<file path="src/sv/plcl_pkg.sv">
// Package: shared types and constants of the priority ceiling resource lock.
`default_nettype none
package plcl_pkg;

  localparam int PRIO_W = 8;
  localparam int LINK_W = 4;
  localparam int STATUS_W = 3;
  localparam int TABLE_W = 64;
  localparam int PADDR_W = 5;

  localparam logic [LINK_W-1:0] EMPTY_MARK = 4'd8;

  localparam logic FUNC_GET = 1'b0;
  localparam logic FUNC_RELEASE = 1'b1;

  localparam logic [STATUS_W-1:0] ST_OK = 3'd0;
  localparam logic [STATUS_W-1:0] ST_CALL_LEVEL = 3'd1;
  localparam logic [STATUS_W-1:0] ST_BAD_ID = 3'd2;
  localparam logic [STATUS_W-1:0] ST_ACCESS = 3'd3;
  localparam logic [STATUS_W-1:0] ST_NOT_TOP = 3'd4;

  localparam logic [1:0] REG_CEILING = 2'd0;
  localparam logic [1:0] REG_BASE_PRIO = 2'd1;
  localparam logic [1:0] REG_EXT_CHECKS = 2'd2;

  typedef struct packed {
    logic [TABLE_W-1:0] ceiling_table;
    logic [TABLE_W-1:0] base_priority_table;
    logic               extended_checks;
  } cfg_t;

endpackage
`default_nettype wire

</file>
<file path="src/sv/plcl_ram.sv">
// Generic single-port-write, registered-read RAM.
`default_nettype none
module plcl_ram #(
  parameter int WIDTH = 8,
  parameter int DEPTH = 8
) (
  input  wire logic                                   clk,
  input  wire logic                                   we,
  input  wire logic [((DEPTH > 1) ? $clog2(DEPTH) : 1)-1:0] waddr,
  input  wire logic [WIDTH-1:0]                       wdata,
  input  wire logic                                   re,
  input  wire logic [((DEPTH > 1) ? $clog2(DEPTH) : 1)-1:0] raddr,
  output logic      [WIDTH-1:0]                       rdata
);

  logic [WIDTH-1:0] mem [DEPTH];

  always_ff @(posedge clk) begin
    if (we) begin
      mem[waddr] <= wdata;
    end
    if (re) begin
      rdata <= mem[raddr];
    end
  end

endmodule
`default_nettype wire

</file>
<file path="src/sv/plcl_regs.sv">
// APB configuration registers: ceiling table, base priority table, check enable.
`default_nettype none
module plcl_regs
  import plcl_pkg::*;
(
  input  wire logic               clk,
  input  wire logic               rst,
  input  wire logic               psel,
  input  wire logic               penable,
  input  wire logic               pwrite,
  input  wire logic [PADDR_W-1:0] paddr,
  input  wire logic [TABLE_W-1:0] pwdata,
  output logic      [TABLE_W-1:0] prdata,
  output logic                    pready,
  output cfg_t                    cfg
);

  logic [1:0] reg_index;
  logic       wr_en;

  // Registers sit on 8-byte strides; low address bits select nothing.
  assign reg_index = paddr[4:3];
  assign pready = 1'b1;
  assign wr_en = psel & penable & pwrite & pready;

  always_ff @(posedge clk) begin
    if (rst) begin
      cfg.ceiling_table <= '0;
      cfg.base_priority_table <= '0;
      cfg.extended_checks <= 1'b1;
    end else if (wr_en) begin
      case (reg_index)
        REG_CEILING:    cfg.ceiling_table <= pwdata;
        REG_BASE_PRIO:  cfg.base_priority_table <= pwdata;
        REG_EXT_CHECKS: cfg.extended_checks <= pwdata[0];
        default: ;
      endcase
    end
  end

  always_comb begin
    case (reg_index)
      REG_CEILING:    prdata = cfg.ceiling_table;
      REG_BASE_PRIO:  prdata = cfg.base_priority_table;
      REG_EXT_CHECKS: prdata = {{(TABLE_W-1){1'b0}}, cfg.extended_checks};
      default:        prdata = '0;
    endcase
  end

endmodule
`default_nettype wire

</file>
<file path="src/sv/priority_ceiling_resource_lock.sv">
// Top level: priority ceiling resource lock with per-resource and per-task memories.
// Path: a word is registered with its memory reads, then moves to the result register.
// Flow: a new word is taken only when idle, so memory accesses never overlap; a result held back by
//   out_ready keeps the next word in the memory stage and in_ready low until it drains.
// Reset: rst clears control, held flags and stack-head valid bits (empty stacks), and
//   loads the configuration defaults; no clearing pass is needed.
`default_nettype none
module priority_ceiling_resource_lock
  import plcl_pkg::*;
#(
  parameter int RES_NUM = 8,
  parameter int TASK_NUM = 8
) (
  input  wire logic               clk,
  input  wire logic               rst,
  // configuration port
  input  wire logic               psel,
  input  wire logic               penable,
  input  wire logic               pwrite,
  input  wire logic [PADDR_W-1:0] paddr,
  input  wire logic [TABLE_W-1:0] pwdata,
  output logic      [TABLE_W-1:0] prdata,
  output logic                    pready,
  // request channel
  input  wire logic               in_valid,
  output logic                    in_ready,
  input  wire logic               func,
  input  wire logic [7:0]         res_id,
  input  wire logic [2:0]         task_id,
  input  wire logic               in_isr,
  input  wire logic [PRIO_W-1:0]  run_priority,
  input  wire logic [PRIO_W-1:0]  ready_top_priority,
  // result channel
  output logic                    out_valid,
  input  wire logic               out_ready,
  output logic [STATUS_W-1:0]     status,
  output logic [PRIO_W-1:0]       new_priority,
  output logic                    preempt
);

  localparam int RAW = (RES_NUM > 1) ? $clog2(RES_NUM) : 1;
  localparam int TAW = (TASK_NUM > 1) ? $clog2(TASK_NUM) : 1;
  localparam int RES_W = PRIO_W + LINK_W;

  localparam logic S_IDLE = 1'b0;
  localparam logic S_BUSY = 1'b1;

  cfg_t cfg;

  plcl_regs u_regs (
    .clk     (clk),
    .rst     (rst),
    .psel    (psel),
    .penable (penable),
    .pwrite  (pwrite),
    .paddr   (paddr),
    .pwdata  (pwdata),
    .prdata  (prdata),
    .pready  (pready),
    .cfg     (cfg)
  );

  // Control state
  logic state;
  logic state_next;
  logic accept;
  logic finish;

  // Request held for the duration of the memory access
  logic              func_q;
  logic [7:0]        rid_q;
  logic [2:0]        tid_q;
  logic              isr_q;
  logic [PRIO_W-1:0] run_q;
  logic [PRIO_W-1:0] top_q;

  // Per-resource held flags and per-task stack-head valid bits live in flops
  // so that reset empties every stack at once.
  logic [RES_NUM-1:0]  held;
  logic [TASK_NUM-1:0] head_valid;

  // Memory ports
  logic              res_we;
  logic [RES_W-1:0]  res_wdata;
  logic [RES_W-1:0]  res_rdata;
  logic              head_we;
  logic [LINK_W-1:0] head_wdata;
  logic [LINK_W-1:0] head_rdata;

  assign in_ready = (state == S_IDLE);
  assign accept = in_valid & in_ready;
  // Complete the word only when the output register can take the result.
  assign finish = (state == S_BUSY) & (~out_valid | out_ready);

  plcl_ram #(
    .WIDTH (RES_W),
    .DEPTH (RES_NUM)
  ) u_res_ram (
    .clk   (clk),
    .we    (res_we),
    .waddr (rid_q[RAW-1:0]),
    .wdata (res_wdata),
    .re    (accept),
    .raddr (res_id[RAW-1:0]),
    .rdata (res_rdata)
  );

  plcl_ram #(
    .WIDTH (LINK_W),
    .DEPTH (TASK_NUM)
  ) u_head_ram (
    .clk   (clk),
    .we    (head_we),
    .waddr (tid_q[TAW-1:0]),
    .wdata (head_wdata),
    .re    (accept),
    .raddr (task_id[TAW-1:0]),
    .rdata (head_rdata)
  );

  // Decode of the word in flight
  logic              tid_ok;
  logic              rid_ok;
  logic              ext;
  logic [PRIO_W-1:0] ceil_prio;
  logic [PRIO_W-1:0] base_prio;
  logic [LINK_W-1:0] head;
  logic [PRIO_W-1:0] saved_prio;
  logic [LINK_W-1:0] saved_link;
  logic              res_held;
  logic [STATUS_W-1:0] status_next;
  logic [PRIO_W-1:0] newp_next;
  logic              preempt_next;
  logic              do_get;
  logic              do_release;

  always_comb begin
    tid_ok = ({1'b0, tid_q} < 4'(TASK_NUM));
    rid_ok = ({1'b0, rid_q} < 9'(RES_NUM));
    ext = cfg.extended_checks;
    ceil_prio = cfg.ceiling_table[{rid_q[2:0], 3'b000} +: PRIO_W];
    base_prio = cfg.base_priority_table[{tid_q, 3'b000} +: PRIO_W];
    // An unwritten stack head reads as empty.
    head = head_valid[tid_q[TAW-1:0]] ? head_rdata : EMPTY_MARK;
    saved_prio = res_rdata[RES_W-1:LINK_W];
    saved_link = res_rdata[LINK_W-1:0];
    res_held = held[rid_q[RAW-1:0]];

    status_next = ST_OK;
    newp_next = run_q;
    preempt_next = 1'b0;
    do_get = 1'b0;
    do_release = 1'b0;

    if (!tid_ok) begin
      status_next = ST_BAD_ID;
    end else if (ext && isr_q) begin
      status_next = ST_CALL_LEVEL;
    end else if (!rid_ok) begin
      // Out-of-range resource is dropped silently with checks off.
      status_next = ext ? ST_BAD_ID : ST_OK;
    end else if (func_q == FUNC_GET) begin
      if (ext && (res_held || (ceil_prio < base_prio))) begin
        status_next = ST_ACCESS;
      end else begin
        do_get = 1'b1;
        newp_next = (ceil_prio > run_q) ? ceil_prio : run_q;
      end
    end else begin
      if (ext && (head != rid_q[LINK_W-1:0])) begin
        status_next = ST_NOT_TOP;
      end else if (ext && (ceil_prio < base_prio)) begin
        status_next = ST_ACCESS;
      end else begin
        do_release = 1'b1;
        newp_next = saved_prio;
        preempt_next = (saved_prio > top_q);
      end
    end

    res_we = finish & do_get;
    res_wdata = {run_q, head};
    head_we = finish & (do_get | do_release);
    head_wdata = do_get ? rid_q[LINK_W-1:0] : saved_link;
  end

  always_comb begin
    state_next = state;
    case (state)
      S_IDLE: begin
        if (accept) begin
          state_next = S_BUSY;
        end
      end
      S_BUSY: begin
        if (finish) begin
          state_next = S_IDLE;
        end
      end
      default: state_next = S_IDLE;
    endcase
  end

  always_ff @(posedge clk) begin
    if (rst) begin
      state <= S_IDLE;
      out_valid <= 1'b0;
      held <= '0;
      head_valid <= '0;
    end else begin
      state <= state_next;
      if (finish) begin
        out_valid <= 1'b1;
      end else if (out_ready) begin
        out_valid <= 1'b0;
      end
      if (finish && do_get) begin
        held[rid_q[RAW-1:0]] <= 1'b1;
      end
      if (finish && do_release) begin
        held[rid_q[RAW-1:0]] <= 1'b0;
      end
      if (head_we) begin
        head_valid[tid_q[TAW-1:0]] <= 1'b1;
      end
    end
  end

  // Capture the request word; hold it while the memories answer.
  always_ff @(posedge clk) begin
    if (accept) begin
      func_q <= func;
      rid_q <= res_id;
      tid_q <= task_id;
      isr_q <= in_isr;
      run_q <= run_priority;
      top_q <= ready_top_priority;
    end
  end

  // Result register: parts the memory stage from the consumer.
  always_ff @(posedge clk) begin
    if (finish) begin
      status <= status_next;
      new_priority <= newp_next;
      preempt <= preempt_next;
    end
  end

endmodule
`default_nettype wire
</file>
<file path="config.mk">
export PLATFORM = sky130hd
export DESIGN_NAME = priority_ceiling_resource_lock
export DESIGN_NICKNAME = d
export VERILOG_FILES = /design/src/sv/plcl_pkg.sv /design/src/sv/plcl_ram.sv /design/src/sv/plcl_regs.sv /design/src/sv/priority_ceiling_resource_lock.sv
export SDC_FILE = /design/constraint.sdc
export NUM_CORES = 1
export LEC_CHECK = 0
export ABC_AREA = 1
export ABC_CLOCK_PERIOD_IN_PS = 4000
export CORE_AREA = 2 2 246 248
export CTS_CLUSTER_SIZE = 30
export DETAILED_ROUTE_END_ITERATION = 6
export DIE_AREA = 0 0 248 250
export DONT_BUFFER_PORTS = 1
export MAX_ROUTING_LAYER = met4
export PLACE_DENSITY = 0.49
export SLEW_MARGIN = 20
export SYNTH_ARGS = -nofsm -noshare
export SYNTH_HDL_FRONTEND = slang
export SYNTH_SLANG_ARGS = --single-unit
</file>
<file path="constraint.sdc">
create_clock -name clk -period 4 [get_ports clk]
set_input_delay 0.2 -clock clk [delete_from_list [all_inputs] [get_ports clk]]
set_output_delay 0.2 -clock clk [all_outputs]
set_load 0.01 [all_outputs]
</file>
# Yosys cells after proc, flatten, opt, wreduce, memory -nomap -nowiden
# Memories as Yosys holds them, arrays and structs flattened. A register that Yosys moved wholly into a read port is not among the register bits.
# Cells that the tools add are included.
op_classes:
  n_bitwise: 16
  n_shift: 2
  n_reduce_logical: 15
  muxes: 45
  eq_ne: 3
  n_lt_le_gt_ge: 8
op_table:
  columns: ["cell", "n"]
  rows:
  - ["64-bit case mux with 3 select lines", 1]
  - ["64-bit by 7-bit indexed part select with 8-bit output", 2]
  - ["8-bit 2-to-1 mux", 10]
  - ["1-bit 2-to-1 mux", 21]
  - ["8-bit > comparator", 2]
  - ["8-bit bitwise OR", 2]
  - ["3-bit 2-to-1 mux", 3]
  - ["8-bit bitwise AND", 1]
  - ["1-bit logical AND", 8]
  - ["3-bit by 4-bit less-than comparator with 1-bit output, second input constant", 2]
  - ["8-bit by 4-bit less-than comparator with 1-bit output, second input constant", 1]
  - ["8-bit less-than comparator", 1]
  - ["4-bit 2-to-1 mux", 2]
  - ["8-bit NOT", 1]
  - ["1-bit bitwise AND", 6]
  - ["1-bit binary-select mux with 3-bit select", 2]
  - ["1-bit demux with 3-bit select", 2]
  - ["3-bit by 1-bit >= comparator with 1-bit output, second input constant", 2]
  - ["2-bit 2-to-1 mux", 3]
  - ["2-bit AND reduction", 3]
  - ["5-bit OR reduction", 1]
  - ["4-bit inequality test", 1]
  - ["1-bit NOT", 4]
  - ["2-bit by 1-bit == test with 1-bit output, second input constant", 1]
  - ["other kinds (6)", 7]
totals:
  output_inout_bits: 79
  mem_count: 2
  register_bits: 188
  in_bits: 105
  word_cells: 107
  ramBits: 128
memory_table:
  columns: ["name", "depth", "width", "read_ports", "rd_ports_with_merged_regs", "wr", "line", "rtl"]
  rows:
  - ["u_res_ram.mem", 8, 12, 1, 1, 1, "plcl_ram.sv:16", "logic [WIDTH-1:0] mem [DEPTH];"]
  - ["u_head_ram.mem", 8, 4, 1, 1, 1, "plcl_ram.sv:16", null]

# Depth between registers and ports, before layout
# Gate-level depths: netlist of the first run.
logic_depth:
  depth_word: 13
  mapped_depth: 24
  depth_no_buf: 23

# By module
# From an unflattened synthesis of the first run, not the netlist that was laid out.
hier_totals:
  hier_cells: 2114
  area_unflattened_um2: 16766.1
by_module_without_submodules:
  columns: ["mod", "seq_area_each_um2", "cells_per_inst", "instances", "area_per_inst_um2"]
  rows:
  - ["plcl_regs", 2582.5, 860, 1, 6050.8]
  - ["plcl_ram (u_res_ram)", 3243.1, 445, 1, 4599.4]
  - ["priority_ceiling_resource_lock", 1591.5, 649, 1, 4508.1]
  - ["plcl_ram (u_head_ram)", 1081.0, 160, 1, 1607.8]

# Least setup slack after synthesis of the first run
# OpenSTA, ideal clock, no wires.
synth_path:
  path_type: "register to register"
  from: "reg tid_q[0]"
  to: "reg new_priority[0] (data pin)"
  required_ps: 3747
  stages_incl_launch_ff: 20
  n_path_buf: 3
  setup_time_ps: 253
  period_less_slack_ps: 3130
  slack_ps: 870
  arrival_time_ps: 2877
  cell_sequence: "edfxtp_1 buf_4 inv_1 nor2_1 inv_1 o22ai_1 a221oi_1 o2111ai_1 inv_1 ha_1 a21oi_1 nor2_1 a2111oi_1 nand2_4 buf_6 buf_6 nand3_1 a21oi_1 o21ai_1 inv_1"
synth_between:
  elab_chain_cells: 9
  word_cells_on_any_way: 16
  cone_classes: "order compare (1); eq/ne (1); shift (1); mux (9); reduce/logical (4)"
synth_rtl:
  columns: ["item", "line", "rtl"]
  rows:
  - ["from (decl)", "priority_ceiling_resource_lock.sv:72", "logic [2:0] tid_q;"]
  - ["from (signal assigned)", "priority_ceiling_resource_lock.sv:234", "tid_q <= task_id;"]
  - ["branches (longest 6 deep; another with 8-bit less-than comparator)", null, null]
  - ["8-bit 2-to-1 mux *", "priority_ceiling_resource_lock.sv:162", "end else if (func_q == FUNC_GET) begin"]
  - ["8-bit 2-to-1 mux *", "priority_ceiling_resource_lock.sv:159", "end else if (!rid_ok) begin"]
  - ["8-bit 2-to-1 mux *", "priority_ceiling_resource_lock.sv:157", "end else if (ext && isr_q) begin"]
  - ["net newp_next[0]", "priority_ceiling_resource_lock.sv:132", "logic [PRIO_W-1:0] newp_next;"]
  - ["to (signal assigned)", "priority_ceiling_resource_lock.sv:245", "new_priority <= newp_next;"]
  - ["to (decl)", "priority_ceiling_resource_lock.sv:37", "output logic [PRIO_W-1:0] new_priority,"]
# Mark *: on every way through the listed nets, which the timed path passes. The select of a mux whose other input is x is not followed.
# A chain may end at the register's enable or synchronous reset.

# Worst setup path in the final report of the first run
layout_path:
  from: "reg tid_q[2]"
  to: "mem u_res_ram.mem[5][6] in the netlist's numbering (enable)"
layout_between:
  elab_chain_cells: 11
layout_rtl:
  columns: ["item", "line", "rtl"]
  rows:
  - ["64-bit by 7-bit indexed part select with 8-bit output", "priority_ceiling_resource_lock.sv:142", "base_prio = cfg.base_priority_table[{tid_q, 3'b000} +: PRIO_W];"]
  - ["8-bit less-than comparator", "priority_ceiling_resource_lock.sv:163", "if (ext && (res_held || (ceil_prio < base_prio))) begin"]
  - ["1-bit logical OR", "priority_ceiling_resource_lock.sv:163", null]
  - ["1-bit logical AND", "priority_ceiling_resource_lock.sv:163", null]
  - ["1-bit 2-to-1 mux", "priority_ceiling_resource_lock.sv:163", null]
  - ["1-bit 2-to-1 mux", "priority_ceiling_resource_lock.sv:162", null]
  - ["1-bit 2-to-1 mux", "priority_ceiling_resource_lock.sv:159", null]
  - ["1-bit 2-to-1 mux", "priority_ceiling_resource_lock.sv:157", null]
  - ["1-bit bitwise AND", "priority_ceiling_resource_lock.sv:181", "res_we = finish & do_get;"]
  - ["1-bit 2-to-1 mux", "plcl_ram.sv:19", "if (we) begin"]
  - ["1-bit 2-to-1 mux (not written as such)", "plcl_ram.sv:20", "mem[waddr] <= wdata;"]
  - ["to (decl)", "plcl_ram.sv:16", null]
# Every way passes these cells.

==> reports/metrics.yaml, run 1 <==
drtPass1Iterations: 5
antenna_found_initial: 4
ys_ff_latch: 332
synth_cell_types: 41
rsz0062_at_grt: "false"
io_pins: 184
grt_first_pass_wirelength_um: 72600
setup_viol_count_final: 0
regArea_mm2: 0.00850
drt_iter0_drc: 1057
fin_setup_tns_ns: 0
cpMaxStageDelayCell: "a221oi_1"
synth_area_mm2: 0.0147
status: "finished clean"
start_util: 0.247
drc: 0
finalCoreUtilization: 0.303
drt.antenna.violating_nets: 0
max_stage_delay_ns: 0.47
yosys_warnings: 0
syn_avg_cell_area_um2: 8.99
place_hpwl_um: 34100
numCtsBuffers: 37
insertion_delay_ns: 0.57
die_area_mm2: 0.0620
grt_use_total: 0.160
rows: 90
final_cell_mix: "nor2_1, o21ai_0, inv_1, edfxtp_1, nand2_1"
cts.reportedPaths.clkPinSlew_ns: 0.06
cp-start-kind: "flop"
leakage_nw: 6.62
hold_class: "in2reg"
critPathKind: "reg2reg"
setup_slack_ns: 0.244
final_common_cell: "nor2_1"
max_freq_mhz: 266
die_width_um: 248
nFillCells: 6211
hold_viol_final: 0
grt_max_degree: 85
grt_overflow_total: 0
period_share: 0.939
skew_ns: 0.0250
drive_gt1_frac: 0.0856
worstPathArrival_ns: 4.03
clock_sinks: 332
cts-root-buf: "clkbuf_16"
p_per_area_mw_per_mm2: 427
place.gp.congestion: 0.878
area_growth_pct: 22.7
fin_nets: 1876
path_cells: "inv_1, nor2_1, inv_1, nor2_1, inv_1, o22ai_1, a221oi_1, o2111ai_1, inv_1, ha_1, a21oi_1, nor2_1, a2111oi_1, buf_4, nand2_4, nand4_4, nor2_1, inv_2, nor2_2, buf_12"
peakVddDrop_v: 0.000308
grt_pass1_vias: 11600
crit_path_end_kind: "flop"
placed_cell_area_mm2: 0.0159
chipHeight_um: 250
synth_seq_area_share: 0.577
final_max_slew_viol_count: 0
maxCapViolCount: 0
slew_headroom: 0.330
fin_area_mm2: 0.0181
synthCells: 1638
worstPathMaxFanout: 12
multi_input_area_mm2: 0.00517
wl_per_cell_um: 19.3
cts_tree: "yes"
place_ws_ns: 0.0481
cts_max_path_buffers: 3
vias_per_cell: 4.72
tightestPinTransition_ns: 1.00
holdWs_ns: 0.0277
fin_crit_ns: 3.76
port_buffers: 0
syn-num-nets: 1766
vias: 12100
postRouteWirelength_um: 49300
fp.coreArea_mm2: 0.0596
cts-htree-levels: 2
crit_required_ns: 4.27
## path summary, 6_finish.rpt
path	from	end	slack (ns)	depth (start not counted)
worst max-delay path	tid_q[2]$_DFFE_PP_	u_res_ram.mem[5][6]$_DFFE_PP_	0.24	20
worst min-delay path	res_id[1]	u_res_ram.rdata[8]$_DFFE_PP_	0.03	3
worst max register to register	tid_q[2]$_DFFE_PP_	u_res_ram.mem[5][6]$_DFFE_PP_	0.24	20
worst min register to register	head_valid[3]$_SDFFE_PP0N_	head_valid[3]$_SDFFE_PP0N_	0.45	2
## sequential cells by signal, summed over array words and instances, names as in the netlist, 4 cells and up
signal,flops
top_q,8
rid_q,8
u_regs.cfg,129
u_head_ram.mem,32
u_res_ram.rdata,12
run_q,8
new_priority,8
held,8
u_head_ram.rdata,4
u_res_ram.mem,96
head_valid,8
## per-layer routing
| metal | part of all wire | GRT usage | wire, µm |
|---|---|---|---|
| met4 | 0.027 | 0.0484 | 1350 |
| met5 | 0 | - | 0 |
| met2 | 0.46 | 0.244 | 22600 |
| met3 | 0.080 | 0.0490 | 3970 |
| met1 | 0.43 | 0.203 | 21400 |
## repair_timing
item | CTS | global route
setup buffers | 0 | 3
hold buffers | 98 | 0
endpoints found under the setup margin | 0 | 138
gates resized for setup | 0 | 8
hold endpoints to repair | 176 | 0
## power by group
part / total (mW) / internal, mW / switching (mW)
clock: 3.31 / 1.85 / 1.45
sequential: 3.74 / 3.68 / 0.0578
combinational: 0.674 / 0.235 / 0.439
total: 7.72 / 5.77 / 1.95
## synthesized netlist by cell type
library cell,count,share of area
buf_1,3,0.00076
nand4_4,2,0.0029
a22o_1,6,0.0036
o21ai_1,8,0.0027
nor3_1,3,0.0010
edfxtp_1,185,0.38
o21ai_4,1,0.0011
inv_4,1,0.00043
inv_1,188,0.048
nor2_1,256,0.065
o221ai_1,1,0.00059
nand2_1,174,0.044
buf_6,4,0.0031
clkbuf_1,73,0.019
a22oi_1,6,0.0031
o2111ai_1,4,0.0024
dfxtp_1,147,0.20
o21ai_0,252,0.086
ha_1,23,0.020
o311ai_0,1,0.00059
a2111oi_1,1,0.00068
nand4_1,5,0.0021
nor2_2,10,0.0042
a221oi_1,11,0.0065
nand2_2,4,0.0017
o21ai_2,1,0.00059
nand2_4,3,0.0023
buf_4,3,0.0015
nor4_1,1,0.00043
nand3_1,41,0.014
o211ai_1,2,0.0010
a211oi_1,3,0.0015
conb_1,1,0.00025
inv_2,6,0.0015
a31oi_1,16,0.0068
o22ai_1,70,0.030
nor2_4,1,0.00076
buf_2,2,0.00068
o2111ai_4,1,0.0018
a21oi_1,111,0.038
nand3b_1,7,0.0036
## cell families (layout without fill, tap and decap cells)
| group | Yosys count | in the layout | share of synthesized area |
|---|---|---|---|
| DFF | 332 | 332 | 0.577 |
| and+or+nand+nor | 507 | 507 | 0.143 |
| AOI/OAI and AO/OA | 495 | 495 | 0.186 |
| buffers and inverters | 280 | 418 | 0.0745 |
| adders and majority gates | 23 | 23 | 0.0195 |
| other | 1 | 5 | 0.000255 |
## final cells by class
type,count,share of cell area
clock inverter,21,0.0101
antenna,4,0.000554
timing repair buffer,156,0.0846
inverter,195,0.0408
clock buffer,46,0.0531
multi-input combinational,1026,0.286
sequential,332,0.470
tap,782,0.0542
## worst max-delay path, delay by kind of cell, from the launching register on
kind | cells | cell delay (ns)
and+or+nand+nor | 7 | 0.86
buffers and inverters | 7 | 1.03
AOI/OAI and AO/OA | 5 | 0.97
DFF | 1 | 0.46
adders and majority gates | 1 | 0.14
## through the flow
stage	total power, mW	instances
global placement	4.37	2390
detailed placement	4.38	2390
finish	7.72	2562
global route	8.03	2562
floorplan	4.20	1638
CTS	7.81	2555
Note: power is estimated with default switching activity, not from simulation.
==> run 2: changes to the inputs <==
--- a/config.mk
+++ b/config.mk
@@ -5,15 +5,16 @@
 export SDC_FILE = /design/constraint.sdc
 export NUM_CORES = 1
 export LEC_CHECK = 0
-export ABC_AREA = 1
+export ABC_AREA = 0
 export ABC_CLOCK_PERIOD_IN_PS = 4000
-export CORE_AREA = 2 2 246 248
+export CORE_AREA = 2 2 247 249
 export CTS_CLUSTER_SIZE = 30
 export DETAILED_ROUTE_END_ITERATION = 6
-export DIE_AREA = 0 0 248 250
+export DIE_AREA = 0 0 249 251
 export DONT_BUFFER_PORTS = 1
 export MAX_ROUTING_LAYER = met4
-export PLACE_DENSITY = 0.49
+export PLACE_DENSITY = 0.5
+export RECOVER_POWER = 100
 export SLEW_MARGIN = 20
 export SYNTH_ARGS = -nofsm -noshare
 export SYNTH_HDL_FRONTEND = slang
==> reports/metrics.yaml, run 2 <==
skew_ns: 0.0323  # +0.00728 ns
status: "complete, but fails checks"
die_area_mm2: 0.0625  # +0.80%
synthCells: 1323  # -19%
p_per_area_mw_per_mm2: 409  # -4.3%
antenna_found_initial: 7  # +3
die_width_um: 249  # +0.40%
synth_cell_types: 66  # +61%
rows: 90  # unchanged
yosysMostFrequentCell: "nand2_1"
final_cell_mix: "nand2_1, edfxtp_1, a21oi_1, dfxtp_1, dlygate4sd3_1"
ys_ff_latch: 332  # unchanged
postRouteWirelength_um: 48600  # -1.4%
crit_path_end_kind: "flop"
synth.top_cell.area_share: 0.375  # -0.00236
fin_cells: 2273  # -11%
hold_class: "in2reg"
clock_sinks: 332  # unchanged
drt_iter0_drc: 930  # -12%
drt.antenna.violating_nets: 0  # unchanged
grt_overflow_total: 0  # unchanged
cts_tree: "yes"
vias: 11100  # -8.2%
area_growth_pct: 24.2
place_ws_ns: -0.213  # -0.262 ns
cts-root-buf: "clkbuf_16"
rsz0062_at_grt: "false"
crit_top_cell: "buf_4"
path_buf_inv: 5  # -2
slew_headroom: -1.32  # -1.65
grt_max_degree: 140  # +65%
failed_checks: "negative hold slack, max-capacitance violations, max-slew violations"
dp_cells: 2088  # -13%
fin_nets: 1587  # -15%
chipHeight_um: 251  # +0.40%
cpMaxStageDelayCell: "edfxtp_1"
largestRegisters: "u_regs.cfg x129, u_res_ram.mem x96, u_head_ram.mem x32"
period_share: 0.953  # +0.0142
cts_max_path_buffers: 3  # unchanged
io_pins: 184  # unchanged
vias_per_cell: 4.88  # +3.5%
syn_avg_cell_area_um2: 11.2  # +25%
max_freq_mhz: 262  # -1.5%
start_util: 0.248  # +0.000617
yosys_warnings: 0  # unchanged
drtPass1Iterations: 7  # +2
finalCoreUtilization: 0.308  # +0.00446
synthTopCellsByArea: "edfxtp_1, dfxtp_1, mux4_2, nand2_1, mux2i_1"
leakage_nw: 6.24  # -5.8%
tightestPinTransition_ns: 3.48  # +2.47 ns
cp-start-kind: "flop"
critPathTopFamily: "buffers and inverters"
max_stage_delay_ns: 0.46  # about the same
final_common_cell: "nand2_1"
synth_edf_count: 185  # unchanged
path_cells: "buf_4, and3_1, buf_4, a22oi_1, nand4_1, ha_1, and4_1, a2111oi_2, buf_4, nand2_1, o211ai_1, buf_4, nor2_2, clkbuf_2, mux2_1"
grt_use_total: 0.155  # -0.00521
place.gp.congestion: 0.909  # +3.6%
holdWs_ns: -0.00246  # -0.0302 ns
cts.reportedPaths.clkPinSlew_ns: 0.06  # about the same
grt_first_pass_wirelength_um: 70600  # -2.8%
worstPathArrival_ns: 4.03  # about the same
drc: 0  # unchanged
drive_gt1_frac: 0.142  # +0.0567
wl_per_cell_um: 21.4  # +11%
peakVddDrop_v: 0.000224  # -27%
largest_reg_flops: 129  # unchanged
cts-htree-levels: 2  # unchanged
port_buffers: 0  # unchanged
worstPathMaxFanout: 8  # -4
place_hpwl_um: 33500  # -1.8%
critPathKind: "reg2reg"
synth.cells.most_frequent: "nand2_1, edfxtp_1, a21oi_1"
crit_required_ns: 4.22  # -0.05 ns
fin_crit_ns: 3.81  # +0.0567 ns
syn-num-nets: 1451  # -18%
maxCapViolCount: 3  # +3
setup_viol_count_final: 0  # unchanged
hold_viol_final: 1  # +1
insertion_delay_ns: 0.54  # -0.03 ns
ys.flop_type: "edfxtp_1"
synth_seq_area_share: 0.573  # -0.00361
synth_area_mm2: 0.0148  # +0.63%
yosys.area.top_type: "edfxtp_1"
grt_pass1_vias: 10900  # -5.9%
regMostFlops: "u_regs.cfg"
fp.coreArea_mm2: 0.0598  # +0.38%
synthArstFlopShare: 0  # unchanged
final_max_slew_viol_count: 131  # +131
setup_slack_ns: 0.187  # -0.0567 ns
numCtsBuffers: 37  # unchanged
-- run 2: changes by cell type after synthesis, moves of 35 or more --
cell / delta
nand2_1: +97
nor2_1: -166
mux4_2: +48
o21ai_0: -242
a21oi_1: +44
nand3_1: -35
mux2i_1: +79
inv_1: -163
o22ai_1: -65
-- run 2: cells by family (layout without fill, tap and decap cells) --
group,Yosys count,in the layout,synth area share
flip-flops,332,332,0.573
buffers and inverters,115,275,0.0298
adder cells (fa/ha/maj),23,23,0.0194
AO/OA/AOI/OAI,262,262,0.106
other,1,9,0.000253
multiplexers,150,150,0.145
AND/OR/NAND/NOR,438,438,0.126
XOR/XNOR,2,2,0.00118
-- run 2: final timing paths --
| kind | slack [ns] | to | start | depth (start not counted) |
|---|---|---|---|---|
| worst max-delay path | 0.19 | u_head_ram.mem[7][1]$_DFFE_PP_ | rid_q[0]$_DFFE_PP_ | 15 |
| worst min-delay path | -0.002 | head_valid[3]$_SDFFE_PP0N_ | rst | 2 |
| worst max register to register | 0.19 | u_head_ram.mem[7][1]$_DFFE_PP_ | rid_q[0]$_DFFE_PP_ | 15 |
| worst min register to register | 0.46 | head_valid[1]$_SDFFE_PP0N_ | head_valid[1]$_SDFFE_PP0N_ | 2 |
-- run 2: stage by stage --
step	area [µm²]	power, mW	TNS (ns)
floorplan	14800	4.09	-9.38
global placement	16100	4.19	-1.56
detailed placement	16100	4.19	-5.80
CTS	18400	7.59	-0.182
global route	18400	7.77	0
finish	18400	7.52	0
-- run 2: layer usage --
metal / share of wire / up-vias / track usage / wire, µm
li1: - / 5103 / - / -
met4: 0.039 / 0 / 0.0663 / 1910
met5: 0 / - / - / 0
met2: 0.47 / 413 / 0.241 / 22900
met3: 0.066 / 88 / 0.0318 / 3190
met1: 0.42 / 5495 / 0.196 / 20600
-- run 2: area by class of cell --
cell class                 instances  area (µm²)
antenna                            8        20.0
clock buffer                      50        1010
clock inverter                    13         116
fill                            6065       41400
inverter                          27         101
multi-input combinational        876        5960
sequential                       332        8500
tap                              782         978
timing repair buffer             185        1720
-- run 2: power by group --
| group | leakage (nW) | total [mW] | internal, mW | switching (mW) |
|---|---|---|---|---|
| Sequential | 2.83 | 3.73 | 3.67 | 0.0664 |
| Clock | 0.554 | 3.26 | 1.90 | 1.36 |
| Combinational | 2.85 | 0.527 | 0.245 | 0.282 |
-- run 2: what timing repair did --
action                                  CTS  global route
hold buffers                            105             0
setup buffers                             0             9
resized for setup                         7            15
pin swaps                                 1             8
endpoints found under the setup margin   64            67
hold endpoints to repair                192             0
